--- config.mk ---
export PLATFORM = sky130hd
export DESIGN_NAME = lru_temp_register_binder
export DESIGN_NICKNAME = d
export VERILOG_FILES = /design/src/design/lrb_pkg.sv /design/src/design/lrb_ctrl.sv /design/src/design/lrb_dp.sv /design/src/design/lru_temp_register_binder.sv
export SDC_FILE = /design/constraint.sdc
export NUM_CORES = 1
export LEC_CHECK = 0
export ABC_AREA = 1
export BUFFER_PORTS_ARGS = -buffer_cell sky130_fd_sc_hd__buf_4
export CAP_MARGIN = 20
export CELL_PAD_IN_SITES_DETAIL_PLACEMENT = 0
export CELL_PAD_IN_SITES_GLOBAL_PLACEMENT = 1
export CORE_AREA = 2 2 231 119
export CTS_BUF_LIST = sky130_fd_sc_hd__clkbuf_4
export DETAILED_ROUTE_END_ITERATION = 10
export DIE_AREA = 0 0 233 121
export PLACE_DENSITY = 0.89
export SYNTH_ARGS = -nofsm -noshare
export SYNTH_HDL_FRONTEND = slang
export SYNTH_SLANG_ARGS = --single-unit
export TNS_END_PERCENT = 10
--- constraint.sdc ---
create_clock -name clk -period 4.6 [get_ports clk]
set_input_delay 1.15 -clock clk [delete_from_list [all_inputs] [get_ports clk]]
set_output_delay 1.15 -clock clk [all_outputs]
set_load 0.02 [all_outputs]
--- src/design/lrb_pkg.sv ---
// Shared types and constants for the LRU temporary register binder.
package lrb_pkg;

  // Fixed port widths of the request and result fields.
  localparam int VAR_ID_W    = 16;
  localparam int REG_INDEX_W = 3;

  // Intermediate widths that cover every legal ID_BITS and register count.
  localparam int ID_EXT_W  = 32;
  localparam int REG_EXT_W = 8;

  // Request function codes.
  localparam logic FUNC_ASSIGN = 1'b0;
  localparam logic FUNC_CLEAR  = 1'b1;

  // Commands from the controller to the datapath.
  typedef struct packed {
    logic capture;  // latch the request fields on a transfer
    logic execute;  // look up, update the bindings and load the result
  } ctrl_cmd_t;

endpackage

--- src/design/lrb_ctrl.sv ---
// Controller state machine for the LRU temporary register binder.
module lrb_ctrl (
  input  logic                clk,
  input  logic                rst_n,
  input  logic                start,
  output logic                busy,
  output logic                out_valid,
  output lrb_pkg::ctrl_cmd_t  cmd
);

  typedef enum logic {
    ST_IDLE,
    ST_EXEC
  } state_t;

  state_t state_r;
  logic   busy_r;
  logic   out_valid_r;

  always_ff @(posedge clk) begin
    if (!rst_n) begin
      state_r     <= ST_IDLE;
      busy_r      <= 1'b0;
      out_valid_r <= 1'b0;
    end else begin
      out_valid_r <= 1'b0;
      case (state_r)
        ST_IDLE: begin
          if (start) begin
            state_r <= ST_EXEC;
            busy_r  <= 1'b1;
          end
        end
        ST_EXEC: begin
          state_r     <= ST_IDLE;
          busy_r      <= 1'b0;
          out_valid_r <= 1'b1;
        end
        default: begin
          state_r <= ST_IDLE;
          busy_r  <= 1'b0;
        end
      endcase
    end
  end

  assign cmd.capture = start && !busy_r;
  assign cmd.execute = (state_r == ST_EXEC);
  assign busy        = busy_r;
  assign out_valid   = out_valid_r;

endmodule

--- src/design/lrb_dp.sv ---
// Datapath of the LRU temporary register binder: tag table, recency order and result registers.
module lrb_dp #(
  parameter int NUM_TEMP_REGS = 8,
  parameter int ID_BITS       = 16
) (
  input  logic                                clk,
  input  logic                                rst_n,
  input  lrb_pkg::ctrl_cmd_t                  cmd,
  input  logic                                in_func,
  input  logic [lrb_pkg::VAR_ID_W-1:0]        in_var_id,
  input  logic                                in_load_needed,
  output logic [lrb_pkg::REG_INDEX_W-1:0]     out_reg_index,
  output logic                                out_hit,
  output logic                                out_load_request,
  output logic                                out_evict_valid,
  output logic [lrb_pkg::VAR_ID_W-1:0]        out_evict_var_id
);

  localparam int REG_BITS  = $clog2(NUM_TEMP_REGS);
  localparam int LEN_BITS  = $clog2(NUM_TEMP_REGS + 1);
  localparam int ID_EXT_W  = lrb_pkg::ID_EXT_W;
  localparam int REG_EXT_W = lrb_pkg::REG_EXT_W;
  localparam int VAR_ID_W  = lrb_pkg::VAR_ID_W;
  localparam int IDX_W     = lrb_pkg::REG_INDEX_W;
  localparam logic [LEN_BITS-1:0] LEN_FULL = LEN_BITS'(NUM_TEMP_REGS);
  localparam logic [REG_BITS-1:0] LAST_POS = REG_BITS'(NUM_TEMP_REGS - 1);

  // Captured request.
  logic                func_r;
  logic [ID_BITS-1:0]  id_r;
  logic                load_r;

  // Binding state.
  logic [ID_BITS-1:0]  tag_r   [NUM_TEMP_REGS];
  logic [NUM_TEMP_REGS-1:0] valid_r;
  logic [REG_BITS-1:0] order_r [NUM_TEMP_REGS];
  logic [LEN_BITS-1:0] len_r;

  // Result registers.
  logic [IDX_W-1:0]    reg_index_r;
  logic                hit_r;
  logic                load_req_r;
  logic                evict_valid_r;
  logic [VAR_ID_W-1:0] evict_id_r;

  // Lookup and update logic.
  logic [ID_EXT_W-1:0]      id_ext;
  logic [NUM_TEMP_REGS-1:0] match_vec;
  logic                     hit;
  logic [REG_BITS-1:0]      hit_reg;
  logic                     free;
  logic [REG_BITS-1:0]      free_reg;
  logic                     ord_found;
  logic [REG_BITS-1:0]      ord_pos;
  logic [REG_BITS-1:0]      sel_reg;
  logic [REG_BITS-1:0]      sel_pos;
  logic                     in_order;
  logic                     evict;
  logic [LEN_BITS-1:0]      len_nxt;
  logic [REG_BITS-1:0]      order_nxt [NUM_TEMP_REGS];
  logic [REG_EXT_W-1:0]     sel_reg_ext;
  logic [ID_EXT_W-1:0]      evict_tag_ext;

  assign id_ext = ID_EXT_W'(in_var_id);

  always_comb begin
    hit       = 1'b0;
    hit_reg   = '0;
    free      = 1'b0;
    free_reg  = '0;
    ord_found = 1'b0;
    ord_pos   = '0;
    for (int i = 0; i < NUM_TEMP_REGS; i++) begin
      match_vec[i] = valid_r[i] && (tag_r[i] == id_r);
    end
    // Scanning downward leaves the lowest-numbered candidate selected.
    for (int i = NUM_TEMP_REGS - 1; i >= 0; i--) begin
      if (match_vec[i]) begin
        hit     = 1'b1;
        hit_reg = REG_BITS'(i);
      end
      if (!valid_r[i]) begin
        free     = 1'b1;
        free_reg = REG_BITS'(i);
      end
    end
    for (int i = NUM_TEMP_REGS - 1; i >= 0; i--) begin
      if ((order_r[i] == hit_reg) && (LEN_BITS'(i) < len_r)) begin
        ord_found = 1'b1;
        ord_pos   = REG_BITS'(i);
      end
    end
  end

  always_comb begin
    evict    = 1'b0;
    in_order = 1'b0;
    sel_pos  = '0;
    len_nxt  = len_r;
    if (hit) begin
      sel_reg  = hit_reg;
      in_order = ord_found;
      sel_pos  = ord_pos;
    end else if (free) begin
      sel_reg = free_reg;
    end else begin
      // Every register is bound: the tail of the order is the victim.
      evict    = 1'b1;
      sel_reg  = order_r[NUM_TEMP_REGS-1];
      in_order = 1'b1;
      sel_pos  = LAST_POS;
    end
    if (!in_order) begin
      if (len_r < LEN_FULL) begin
        len_nxt = len_r + LEN_BITS'(1);
        sel_pos = REG_BITS'(len_r);
      end else begin
        sel_pos = LAST_POS;
      end
    end
    order_nxt[0] = sel_reg;
    for (int i = 1; i < NUM_TEMP_REGS; i++) begin
      if (REG_BITS'(i) <= sel_pos) begin
        order_nxt[i] = order_r[i-1];
      end else begin
        order_nxt[i] = order_r[i];
      end
    end
  end

  assign sel_reg_ext   = REG_EXT_W'(sel_reg);
  assign evict_tag_ext = ID_EXT_W'(tag_r[sel_reg]);

  always_ff @(posedge clk) begin
    if (!rst_n) begin
      valid_r <= '0;
      len_r   <= '0;
    end else if (cmd.execute) begin
      if (func_r == lrb_pkg::FUNC_CLEAR) begin
        valid_r <= '0;
        len_r   <= '0;
      end else begin
        valid_r[sel_reg] <= 1'b1;
        len_r            <= len_nxt;
      end
    end
  end

  always_ff @(posedge clk) begin
    if (cmd.capture) begin
      func_r <= in_func;
      id_r   <= id_ext[ID_BITS-1:0];
      load_r <= in_load_needed;
    end
    if (cmd.execute) begin
      if (func_r == lrb_pkg::FUNC_CLEAR) begin
        reg_index_r   <= '0;
        hit_r         <= 1'b0;
        load_req_r    <= 1'b0;
        evict_valid_r <= 1'b0;
        evict_id_r    <= '0;
      end else begin
        tag_r[sel_reg] <= id_r;
        order_r        <= order_nxt;
        reg_index_r    <= sel_reg_ext[IDX_W-1:0];
        hit_r          <= hit;
        load_req_r     <= !hit && load_r;
        evict_valid_r  <= evict;
        evict_id_r     <= evict ? evict_tag_ext[VAR_ID_W-1:0] : '0;
      end
    end
  end

  assign out_reg_index    = reg_index_r;
  assign out_hit          = hit_r;
  assign out_load_request = load_req_r;
  assign out_evict_valid  = evict_valid_r;
  assign out_evict_var_id = evict_id_r;

endmodule

--- src/design/lru_temp_register_binder.sv ---
// Top level of the LRU temporary register binder.
//
// Binds variable identifiers to NUM_TEMP_REGS temporary registers, fully
// associative, with least recently used replacement.
// Request channel: a transfer happens at a rising edge where start is high
// and busy is low; in_func selects assign or clear, in_var_id is the
// identifier (low ID_BITS bits used) and in_load_needed asks for a load.
// Result channel: out_valid is high for exactly one cycle with the result on
// the out_ ports; the receiver cannot stall, so results are never held.
// Busy is high during the execute cycle of a request and the result cycle
// follows it. A new request may be transferred in the result cycle, but not
// while busy, so the block takes no new request before the last one is in
// its result cycle. The cost is the execute cycle, where the tag table is
// compared in parallel and the recency order is shifted before the next
// lookup.
// A miss with no free register evicts the tail of the recency order and
// reports its old identifier on out_evict_var_id.
// Reset (rst_n low, synchronous) unbinds every register and empties the
// recency order; no clearing pass is needed.
module lru_temp_register_binder #(
  parameter int NUM_TEMP_REGS = 8,
  parameter int ID_BITS       = 16
) (
  input  logic                            clk,
  input  logic                            rst_n,
  input  logic                            start,
  output logic                            busy,
  input  logic                            in_func,
  input  logic [lrb_pkg::VAR_ID_W-1:0]    in_var_id,
  input  logic                            in_load_needed,
  output logic                            out_valid,
  output logic [lrb_pkg::REG_INDEX_W-1:0] out_reg_index,
  output logic                            out_hit,
  output logic                            out_load_request,
  output logic                            out_evict_valid,
  output logic [lrb_pkg::VAR_ID_W-1:0]    out_evict_var_id
);

  lrb_pkg::ctrl_cmd_t cmd;

  lrb_ctrl u_ctrl (
    .clk       (clk),
    .rst_n     (rst_n),
    .start     (start),
    .busy      (busy),
    .out_valid (out_valid),
    .cmd       (cmd)
  );

  lrb_dp #(
    .NUM_TEMP_REGS (NUM_TEMP_REGS),
    .ID_BITS       (ID_BITS)
  ) u_dp (
    .clk              (clk),
    .rst_n            (rst_n),
    .cmd              (cmd),
    .in_func          (in_func),
    .in_var_id        (in_var_id),
    .in_load_needed   (in_load_needed),
    .out_reg_index    (out_reg_index),
    .out_hit          (out_hit),
    .out_load_request (out_load_request),
    .out_evict_valid  (out_evict_valid),
    .out_evict_var_id (out_evict_var_id)
  );

endmodule
==> impl.org, run 1 <==
** Clock network
- CTS clock-pin slew for the worst setup and hold paths :: 0.08 ns
- Number of H-tree branching levels :: 2
- In this run the deepest clock path goes through 3 buffers.
- The number of hold buffers added after CTS was 0.
- The tree built by TritonCTS fans out to 207 sinks.
- PostCTS Resize Cnt :: 0
- TritonCTS built the clock tree.
- Counting the buffers created by CTS gives 51.
- The clock reaches the later pin of the worst-skew pair after 0.73 ns.
- Cell chosen for the clock root :: sky130_fd_sc_hd__clkbuf_4
- The number of setup buffers added after CTS is 0.

** STA
- Setup slack closes at 0.234 ns.
- Final critical path time including I/O delays and setup :: 4.37 ns
- Final setup violation count :: 0
- The worst path uses 94.9% of the clock period.
- Setup repair after global routing left no endpoint under its margin.
- Worst max-slew margin expressed relative to the limit :: 41.4%
- Final hold violation count :: 0
- For this run, the top clock speed supported by timing is 229 MHz.
- Summed over all failing endpoints, the final setup total negative slack is 0 ns.
- Across the routed clock network, the largest skew measured is 0.0318 ns.
- At the pin with the least slew margin, the transition time is 0.878 ns.
- Max-slew violation total from the final report :: 0

** Route
- Number of nets with antenna violations after detailed routing :: 0
- The detailed router finished its first iteration with 1775 violations.
- Number of optimization iterations in the first detailed-route pass :: 6
- DR WL/cell :: 24.2 µm
- The final layout contains routed wiring with a total length of 51900 µm.
- DRC errors left :: 0
- Across all layers, the routed design uses 12325 vias.
- Using the TritonRoute via totals, the vias-per-cell ratio works out to 5.74.

** Placement
- Buffers placed on the I/O ports in this run total 44.
- Total placed cells including tap cells :: 2040
- Half-perimeter wire length after detailed placement :: 39800 µm
- The placed instances occupy a cell area of 13700 µm².
- At the end of routability-driven placement, the weighted congestion stood at 1.04.
- Pre-CTS setup slack :: 0.282 ns

** Worst setup path
- Crit path from :: u_dp.id_r[7]$_DFFE_PP_
- The worst setup path is launched from a register.
- The endpoint identified for the worst register-to-register timing path is u_dp.out_evict_var_id[9]$_SDFFCE_PP0P_.
- The startpoint identified for the worst register-to-register timing path is u_dp.id_r[7]$_DFFE_PP_.
- Of all nets on the critical path, the largest fanout is 24.
- Category of the worst setup path capture point :: register
- CP Data Required Time :: 5.03 ns
- Endpoint of the worst setup timing path :: u_dp.out_evict_var_id[9]$_SDFFCE_PP0P_
- CP Data Arrival Time :: 4.80 ns
- Depth of the most critical reg-to-reg path :: 22
- By startpoint and endpoint, the worst setup path is classified as reg2reg.
- For flop-to-flop paths, the worst setup slack is 0.23 ns.

** Logic synthesis
- Flip-flop and latch count after synthesis :: 207
- Averaged over all synthesized cells, the footprint is 7.81 µm².
- After synthesis, the largest area contributor takes up 45.4% of total cell area.
- Sequential cells were found to cover 47.7% of the synthesized design area.
- Most frequent cell after synthesis :: sky130_fd_sc_hd__nand2_1
- In the synthesized netlist, the cells that appear most often are 541 x sky130_fd_sc_hd__nand2_1, 224 x sky130_fd_sc_hd__nor2_1, 192 x sky130_fd_sc_hd__edfxtp_1, 176 x sky130_fd_sc_hd__inv_1, 76 x sky130_fd_sc_hd__nand3_1.
- Net count of the mapped netlist :: 1651
- Biggest area contributors in the synthesized netlist :: sky130_fd_sc_hd__edfxtp_1 45%, sky130_fd_sc_hd__nand2_1 16%, sky130_fd_sc_hd__nor2_1 6.6%
- Gate count after technology mapping :: 1627
- Yosys top cell by area :: sky130_fd_sc_hd__edfxtp_1
- The netlist uses 49 different library cells.
- Summing every instance area after synthesis gives 12700 µm².
- During synthesis, Yosys emitted a total of 0 warnings.
- Of all flip-flops after synthesis, the portion carrying an async set or reset was 0%.
- The synthesized design contains 192 enable-type register cells.
- For this run, the leading register cell type out of synthesis is sky130_fd_sc_hd__edfxtp_1.

** GRT
- Entering global routing, the biggest net connects 29 pins.
- Sum of overflow across all layers after global routing :: 0
- The first global-routing pass estimated 74900 µm of wire.
- The number of antenna violations at the first check in global routing came to 2.
- Via count of the first global-routing pass :: 11432
- Global routing used 37.5% of the available tracks.

** Pwr
- Power per standard cell area :: 293 nW/µm²
- Leak pwr :: 6.56 nW
- Max VDD drop :: 0.202 mV

** Cells and area
- With fillers left out, the area of the finished cells amounts to 14400 µm².
- Leaving out filler cells and counting taps, the final layout contains 2146.
- Fraction of layout instances using a drive strength above 1 :: 16.1%
- Layout Area Growth over Synthesis :: 13.6%
- After the last flow step, the layout net total stands at 1773.

** Floorplan
- Die Footprint :: 28200 µm²
- The total area inside the core boundary comes to 26100 µm².
- Die Wd :: 233 µm
- From bottom edge to top edge, the die measures 121 µm.
- Top-level I/O count :: 45
- Num rows :: 42
- Once the floorplan was initialized, standard cells occupied 48.7% of the core.

** Hold path
- The worst hold path passes through 2 cells.
- The tightest min-delay check is of the reg2reg type.

** Job
- Max-capacitance violation count :: 0

** Run status
- Run status :: completed
## cell type report
type | count | area, µm²
well taps | 352 | 440
multi-input cells | 1184 | 5570
clock inverters | 18 | 97.6
inverters | 197 | 772
repair buffers | 108 | 902
flip-flops and latches | 207 | 6070
fillers | 2540 | 11700
clock buffers | 78 | 586
diodes | 2 | 5.00
## layout by cell type, fill, tap and decap left out, drive strengths merged
cell    netlist  layout
clkinv        0      16
xor2         12      12
ha            3       3
edfxtp      192     192
nor2        239     239
nand2       571     571
a21oi        64      64
o31ai         1       1
nand3        83      83
nand4        35      35
and2          4       4
dfxtp        15      15
bufinv        0       1
o221ai        1       1
inv         197     198
buf          35     108
nor4          3       3
xnor2        14      14
o211ai       14      14
or2           2       2
o21ai        85      85
a31oi         4       4
clkbuf        4      78
nor3b         5       5
nand2b        2       2
nor3         18      18
o21bai        1       1
nand3b       21      21
o22ai         2       2
diode         0       2
## stage by stage
stage | util (%) | power [mW] | hold slack, ns
detailed placement | 52.3 | 2.58 | 0.468
CTS | 54.9 | 4.22 | 0.481
global route | 55.3 | 4.37 | 0.487
finish | 55.3 | 4.23 | 0.476
global placement | 52.3 | 2.58 | 0.458
floorplan | - | 2.39 | 0.441
## critical path, stage by stage, from the launching register on
cell and delay, ns:
sky130_fd_sc_hd__edfxtp_1 0.61, sky130_fd_sc_hd__inv_4 0.30, sky130_fd_sc_hd__nand2_1 0.14, sky130_fd_sc_hd__nand2_1 0.09, sky130_fd_sc_hd__nor2_1 0.04, sky130_fd_sc_hd__nand2_1 0.05, sky130_fd_sc_hd__nor2_1 0.05, sky130_fd_sc_hd__nand2_1 0.28
sky130_fd_sc_hd__nand2_1 0.11, sky130_fd_sc_hd__inv_2 0.13, sky130_fd_sc_hd__nand2_8 0.10, sky130_fd_sc_hd__nor3_4 0.17, sky130_fd_sc_hd__nand2_2 0.12, sky130_fd_sc_hd__o31ai_1 0.21, sky130_fd_sc_hd__inv_1 0.10, sky130_fd_sc_hd__nand2_4 0.16
sky130_fd_sc_hd__buf_12 0.19, sky130_fd_sc_hd__buf_4 0.28, sky130_fd_sc_hd__nand2_1 0.08, sky130_fd_sc_hd__o211ai_1 0.14, sky130_fd_sc_hd__o21ai_0 0.32, sky130_fd_sc_hd__a21oi_1 0.28, sky130_fd_sc_hd__a21oi_1 0.10
## routing by layer
layer	global-route usage (%)	vias to the layer above	wire, µm
met5	0	-	0
met4	12.2	0	1460
met3	13.0	93	7760
met2	52.5	827	20800
met1	53.7	5812	21900
li1	-	5593	-
## flip-flops by register name, indices dropped and copies added, names as in the netlist
name	count
u_ctrl.busy	1
u_ctrl.out_valid	1
u_ctrl.state_r	1
u_dp.func_r	1
u_dp.id_r	16
u_dp.len_r	4
u_dp.load_r	1
u_dp.order_r	24
u_dp.out_evict_valid	1
u_dp.out_evict_var_id	16
u_dp.out_hit	1
u_dp.out_load_request	1
u_dp.out_reg_index	3
u_dp.tag_r	128
u_dp.valid_r	8
## cell families after synthesis
group	synth area share [%]
xor+xnor	1.97
buf+inv	8.47
compound gates	7.85
simple gates	33.7
fa+ha+maj	0.295
flops	47.7
## where the power goes
part	internal, mW	leakage [nW]	switching [mW]
sequential	2.08	1.86	0.0283
combinational	0.133	4.29	0.319
clock	0.832	0.409	0.839
## worst min path at each step
stage / start / end
after CTS: u_ctrl.busy$_SDFFE_PN0P_ / u_ctrl.busy$_SDFFE_PN0P_
final: u_ctrl.busy$_SDFFE_PN0P_ / u_ctrl.busy$_SDFFE_PN0P_
after floorplan: u_dp.order_r[13]$_DFFE_PP_ / u_dp.order_r[10]$_DFFE_PP_
after global routing: u_dp.order_r[8]$_DFFE_PP_ / u_dp.order_r[5]$_DFFE_PP_
after global placement: u_ctrl.busy$_SDFFE_PN0P_ / u_ctrl.busy$_SDFFE_PN0P_
after detailed placement: u_dp.order_r[17]$_DFFE_PP_ / u_dp.order_r[14]$_DFFE_PP_
Power figures use the tool's default switching activity.
==> run 2, diff against run 1 <==
CORE_AREA = 2 2 241 124   (was 2 2 231 119)
DIE_AREA = 0 0 243 126   (was 0 0 233 121)
PLACE_DENSITY = 0.83   (was 0.89)
REMOVE_ABC_BUFFERS = 1   (was default)
==> run 2 against run 1 <==
  * Power increased by 1.5%
  * Cell area increased by 1.2%
  * Clock skew increased by 0.025 ns
  * Cell count increased by 2.4%
  * Sequential share of layout area decreased by 0.52 points
  * Critical path depth decreased by 5
  * Worst setup slack got worse by 0.16 ns
==> impl.org, run 2 (same netlist as run 1, synthesis figures left out) <==
** Run status
- The run finished with clean final reports.

** STA
- Final setup violation count :: 0
- The count of final hold-check violations was 0.
- Static timing analysis puts the maximum clock frequency at 221 MHz.
- Fin crit share :: 98.3%
- For the pin with the worst max-slew slack, the measured transition is 0.723 ns.
- Setup TNS :: 0 ns
- Across all setup checks in the final design, the least slack found is 0.0788 ns.
- Setup repair after global routing left no endpoint under its margin.
- For the final database, setup skew stands at 0.0565 ns.
- The worst path in the final design needs a cycle of 4.52 ns, including I/O delays and setup.
- Worst Hold Margin :: 0.479 ns
- Max-slew violation total from the final report :: 0
- Measured against its own limit, the worst slew margin works out to 51.7%.

** GRT
- GR peak layer :: met1
- Global routing consumed, on the met2 layer, 38.8% of the routing resources.
- The first global-routing pass estimated 74000 µm of wire.
- GRT met3 Usage :: 19.7%
- Global routing used 34.1% of the available tracks across all layers.
- The number of global-route vias before repair came to 10884.
- Global-route track usage on met1 :: 52.5%
- Sum of overflow across all layers after global routing :: 0
- Antenna violations before repair :: 2
- Largest net degree at the start of global routing :: 47

** Job
- Across the run, the number of max-cap violations was 0.

** Cells and area
- The finished layout holds 2198 standard cells, fillers aside.
- Top register by number of flip-flops :: u_dp.tag_r
- Commonest non-fill, non-tap cell in the layout :: sky130_fd_sc_hd__nand2_1
- Layout Area Growth over Synthesis :: 15.1%
- The register with the most flip-flops in the layout has 128 of them.
- Fillers :: 2901
- At the end of the flow, the number of nets in the layout was 1788.
- Cells with a size suffix above 1 make up 16.7% of the layout.
- The top cell types in the final layout, fill and taps aside, are 541 x sky130_fd_sc_hd__nand2_1, 224 x sky130_fd_sc_hd__nor2_1, 192 x sky130_fd_sc_hd__edfxtp_1.
- Top flop regs :: u_dp.tag_r (128), u_dp.order_r (24)

** Clock network
- The H-tree was split into 2 levels.
- TritonCTS clock tree :: done
- Maximum clock path buffer count :: 3
- Number of buffers inserted during clock tree synthesis :: 51
- CTS clock-pin slew for the worst setup and hold paths :: 0.07 ns
- Number of sinks driven by the clock tree :: 207
- For the worst-skew pair, the clock arrives at the later sink with an insertion delay of 0.76 ns.
- Cell chosen for the clock root :: sky130_fd_sc_hd__clkbuf_4

** Floorplan
- Num rows :: 44
- Die height :: 126 µm
- Initial cell density of the core :: 44.6%
- Top-level I/O count :: 45
- After floorplanning, the core was sized to cover 28500 µm².
- Die Wd :: 243 µm
- The die covers 30600 µm².

** Route
- Number of nets with antenna violations after detailed routing :: 0
- Total number of vias :: 12290
- Number of optimization iterations in the first detailed-route pass :: 7
- DRC errors left :: 0
- The detailed router finished its first iteration with 1790 violations.
- DR WL/cell :: 23.9 µm
- Wires add up to 52400 µm.
- Via density per instance :: 5.59

** Placement
- OpenSTA, run right after detailed placement, puts the worst setup slack at 0.122 ns.
- The count of buffers added on input and output ports is 44.
- Routability-driven placement finished with a final weighted congestion of 1.01.
- Including well taps, the total number of placed cells is 2098.
- Half-perimeter wire length after detailed placement :: 40200 µm

** Worst setup path
- CP Data Arrival Time :: 5.07 ns
- CP Data Required Time :: 5.14 ns
- Worst reg2reg endpoint :: u_dp.out_evict_var_id[0]$_SDFFCE_PP0P_
- In this run the register-to-register setup slack is 0.08 ns.
- The worst setup path is captured at a register.
- Critical path type :: reg2reg
- Beginning of the worst register-to-register path :: u_dp.id_r[8]$_DFFE_PP_
- Largest fanout of any net on the critical path :: 15
- STA classifies the critical path startpoint as a register.
- Depth of the most critical reg-to-reg path :: 17

** Pwr
- Summed over all cells, the static leakage comes to 6.64 nW.
- Sw Ratio :: 28.6%
- Combinational cells account for 10.9% of the total power.
- For this design the total switching power over the nets is 1.23 mW.
- Power spread over the standard cell area amounts to 294 nW/µm².
- Final Power :: 4.30 mW
- Clk pwr share :: 40.0%
- Max VDD drop :: 0.187 mV
- The internal power of the cells totals 3.07 mW.
- Sequential cells burn 49.1% of the power.

** Hold path
- Counting instances, the worst hold path has a depth of 2.
- The min-delay analysis places its worst path in the category reg2reg.
- Terminating pin of the worst hold path :: u_ctrl.busy$_SDFFE_PN0P_
- Beginning of the worst hold path :: u_ctrl.busy$_SDFFE_PN0P_
[run 2: worst max-delay path, stage by stage (launching register included)]
cell	delay (ns)
sky130_fd_sc_hd__edfxtp_1	0.50
sky130_fd_sc_hd__buf_4	0.25
sky130_fd_sc_hd__xnor2_1	0.54
sky130_fd_sc_hd__nand3_1	0.17
sky130_fd_sc_hd__nor2_1	0.12
sky130_fd_sc_hd__nand3_1	0.22
sky130_fd_sc_hd__nand2_1	0.20
sky130_fd_sc_hd__nor2_2	0.07
sky130_fd_sc_hd__nand2_2	0.15
sky130_fd_sc_hd__nor2_8	0.06
sky130_fd_sc_hd__inv_4	0.10
sky130_fd_sc_hd__o221ai_4	0.24
sky130_fd_sc_hd__nor2_4	0.38
sky130_fd_sc_hd__buf_4	0.18
sky130_fd_sc_hd__o21ai_1	0.06
sky130_fd_sc_hd__o21ai_0	0.55
sky130_fd_sc_hd__a21oi_1	0.20
sky130_fd_sc_hd__a21oi_1	0.32
[run 2: worst max path at each step]
stage	start	end	slack, ns	cells past startpoint
3_3_place_gp	u_dp.id_r[0]$_DFFE_PP_	u_dp.order_r[14]$_DFFE_PP_	0.19	23
2_1_floorplan	u_dp.id_r[1]$_DFFE_PP_	u_dp.tag_r[3][0]$_DFFE_PP_	0.03	17
3_5_place_dp	u_dp.id_r[0]$_DFFE_PP_	u_dp.order_r[12]$_DFFE_PP_	0.12	23
6_report	u_dp.id_r[8]$_DFFE_PP_	u_dp.out_evict_var_id[0]$_SDFFCE_PP0P_	0.08	17
5_1_grt	u_dp.id_r[8]$_DFFE_PP_	u_dp.out_evict_var_id[0]$_SDFFCE_PP0P_	0.02	17
4_1_cts	u_dp.id_r[0]$_DFFE_PP_	u_dp.order_r[14]$_DFFE_PP_	0.12	23
[run 2: repair_timing]
item	CTS	global route
gates resized for setup	0	1
endpoints found under the setup margin	0	22
setup buffers	0	4
hold endpoints to repair	0	0
hold buffers	0	0
[run 2: area by class of cell]
| cell class | count | area, µm² | share of cell area, % |
|---|---|---|---|
| multi-input cells | 1184 | 5580 | 38.1 |
| clock inverters | 22 | 146 | 1.00 |
| diodes | 1 | 2.50 | 0.0171 |
| clock buffers | 73 | 548 | 3.75 |
| flip-flops and latches | 207 | 6070 | 41.5 |
| inverters | 197 | 772 | 5.28 |
| repair buffers | 123 | 1020 | 7.00 |
| well taps | 391 | 489 | 3.35 |
[run 2: power by group through the flow]
stage	combinational [mW]	clock, mW	sequential (mW)
after floorplan	0.189	0	2.18
after global placement	0.440	0	2.15
after detailed placement	0.439	0	2.15
after CTS	0.440	1.74	2.11
after global routing	0.492	1.84	2.11
final	0.466	1.72	2.11
[run 2: metrics by stage]
step                      area, µm²  utilization, %
after CTS                     14600            51.1
after global routing          14600            51.3
after global placement        13900            48.7
after detailed placement      13900            48.7
final                         14600            51.3
after floorplan               12400               -
[run 2: routing by layer]
| metal | share of wire, % | up-vias |
|---|---|---|
| li1 | - | 5616 |
| met1 | 46 | 5733 |
| met2 | 34 | 857 |
| met3 | 19 | 82 |
| met4 | 1.8 | 2 |
| met5 | 0.025 | - |
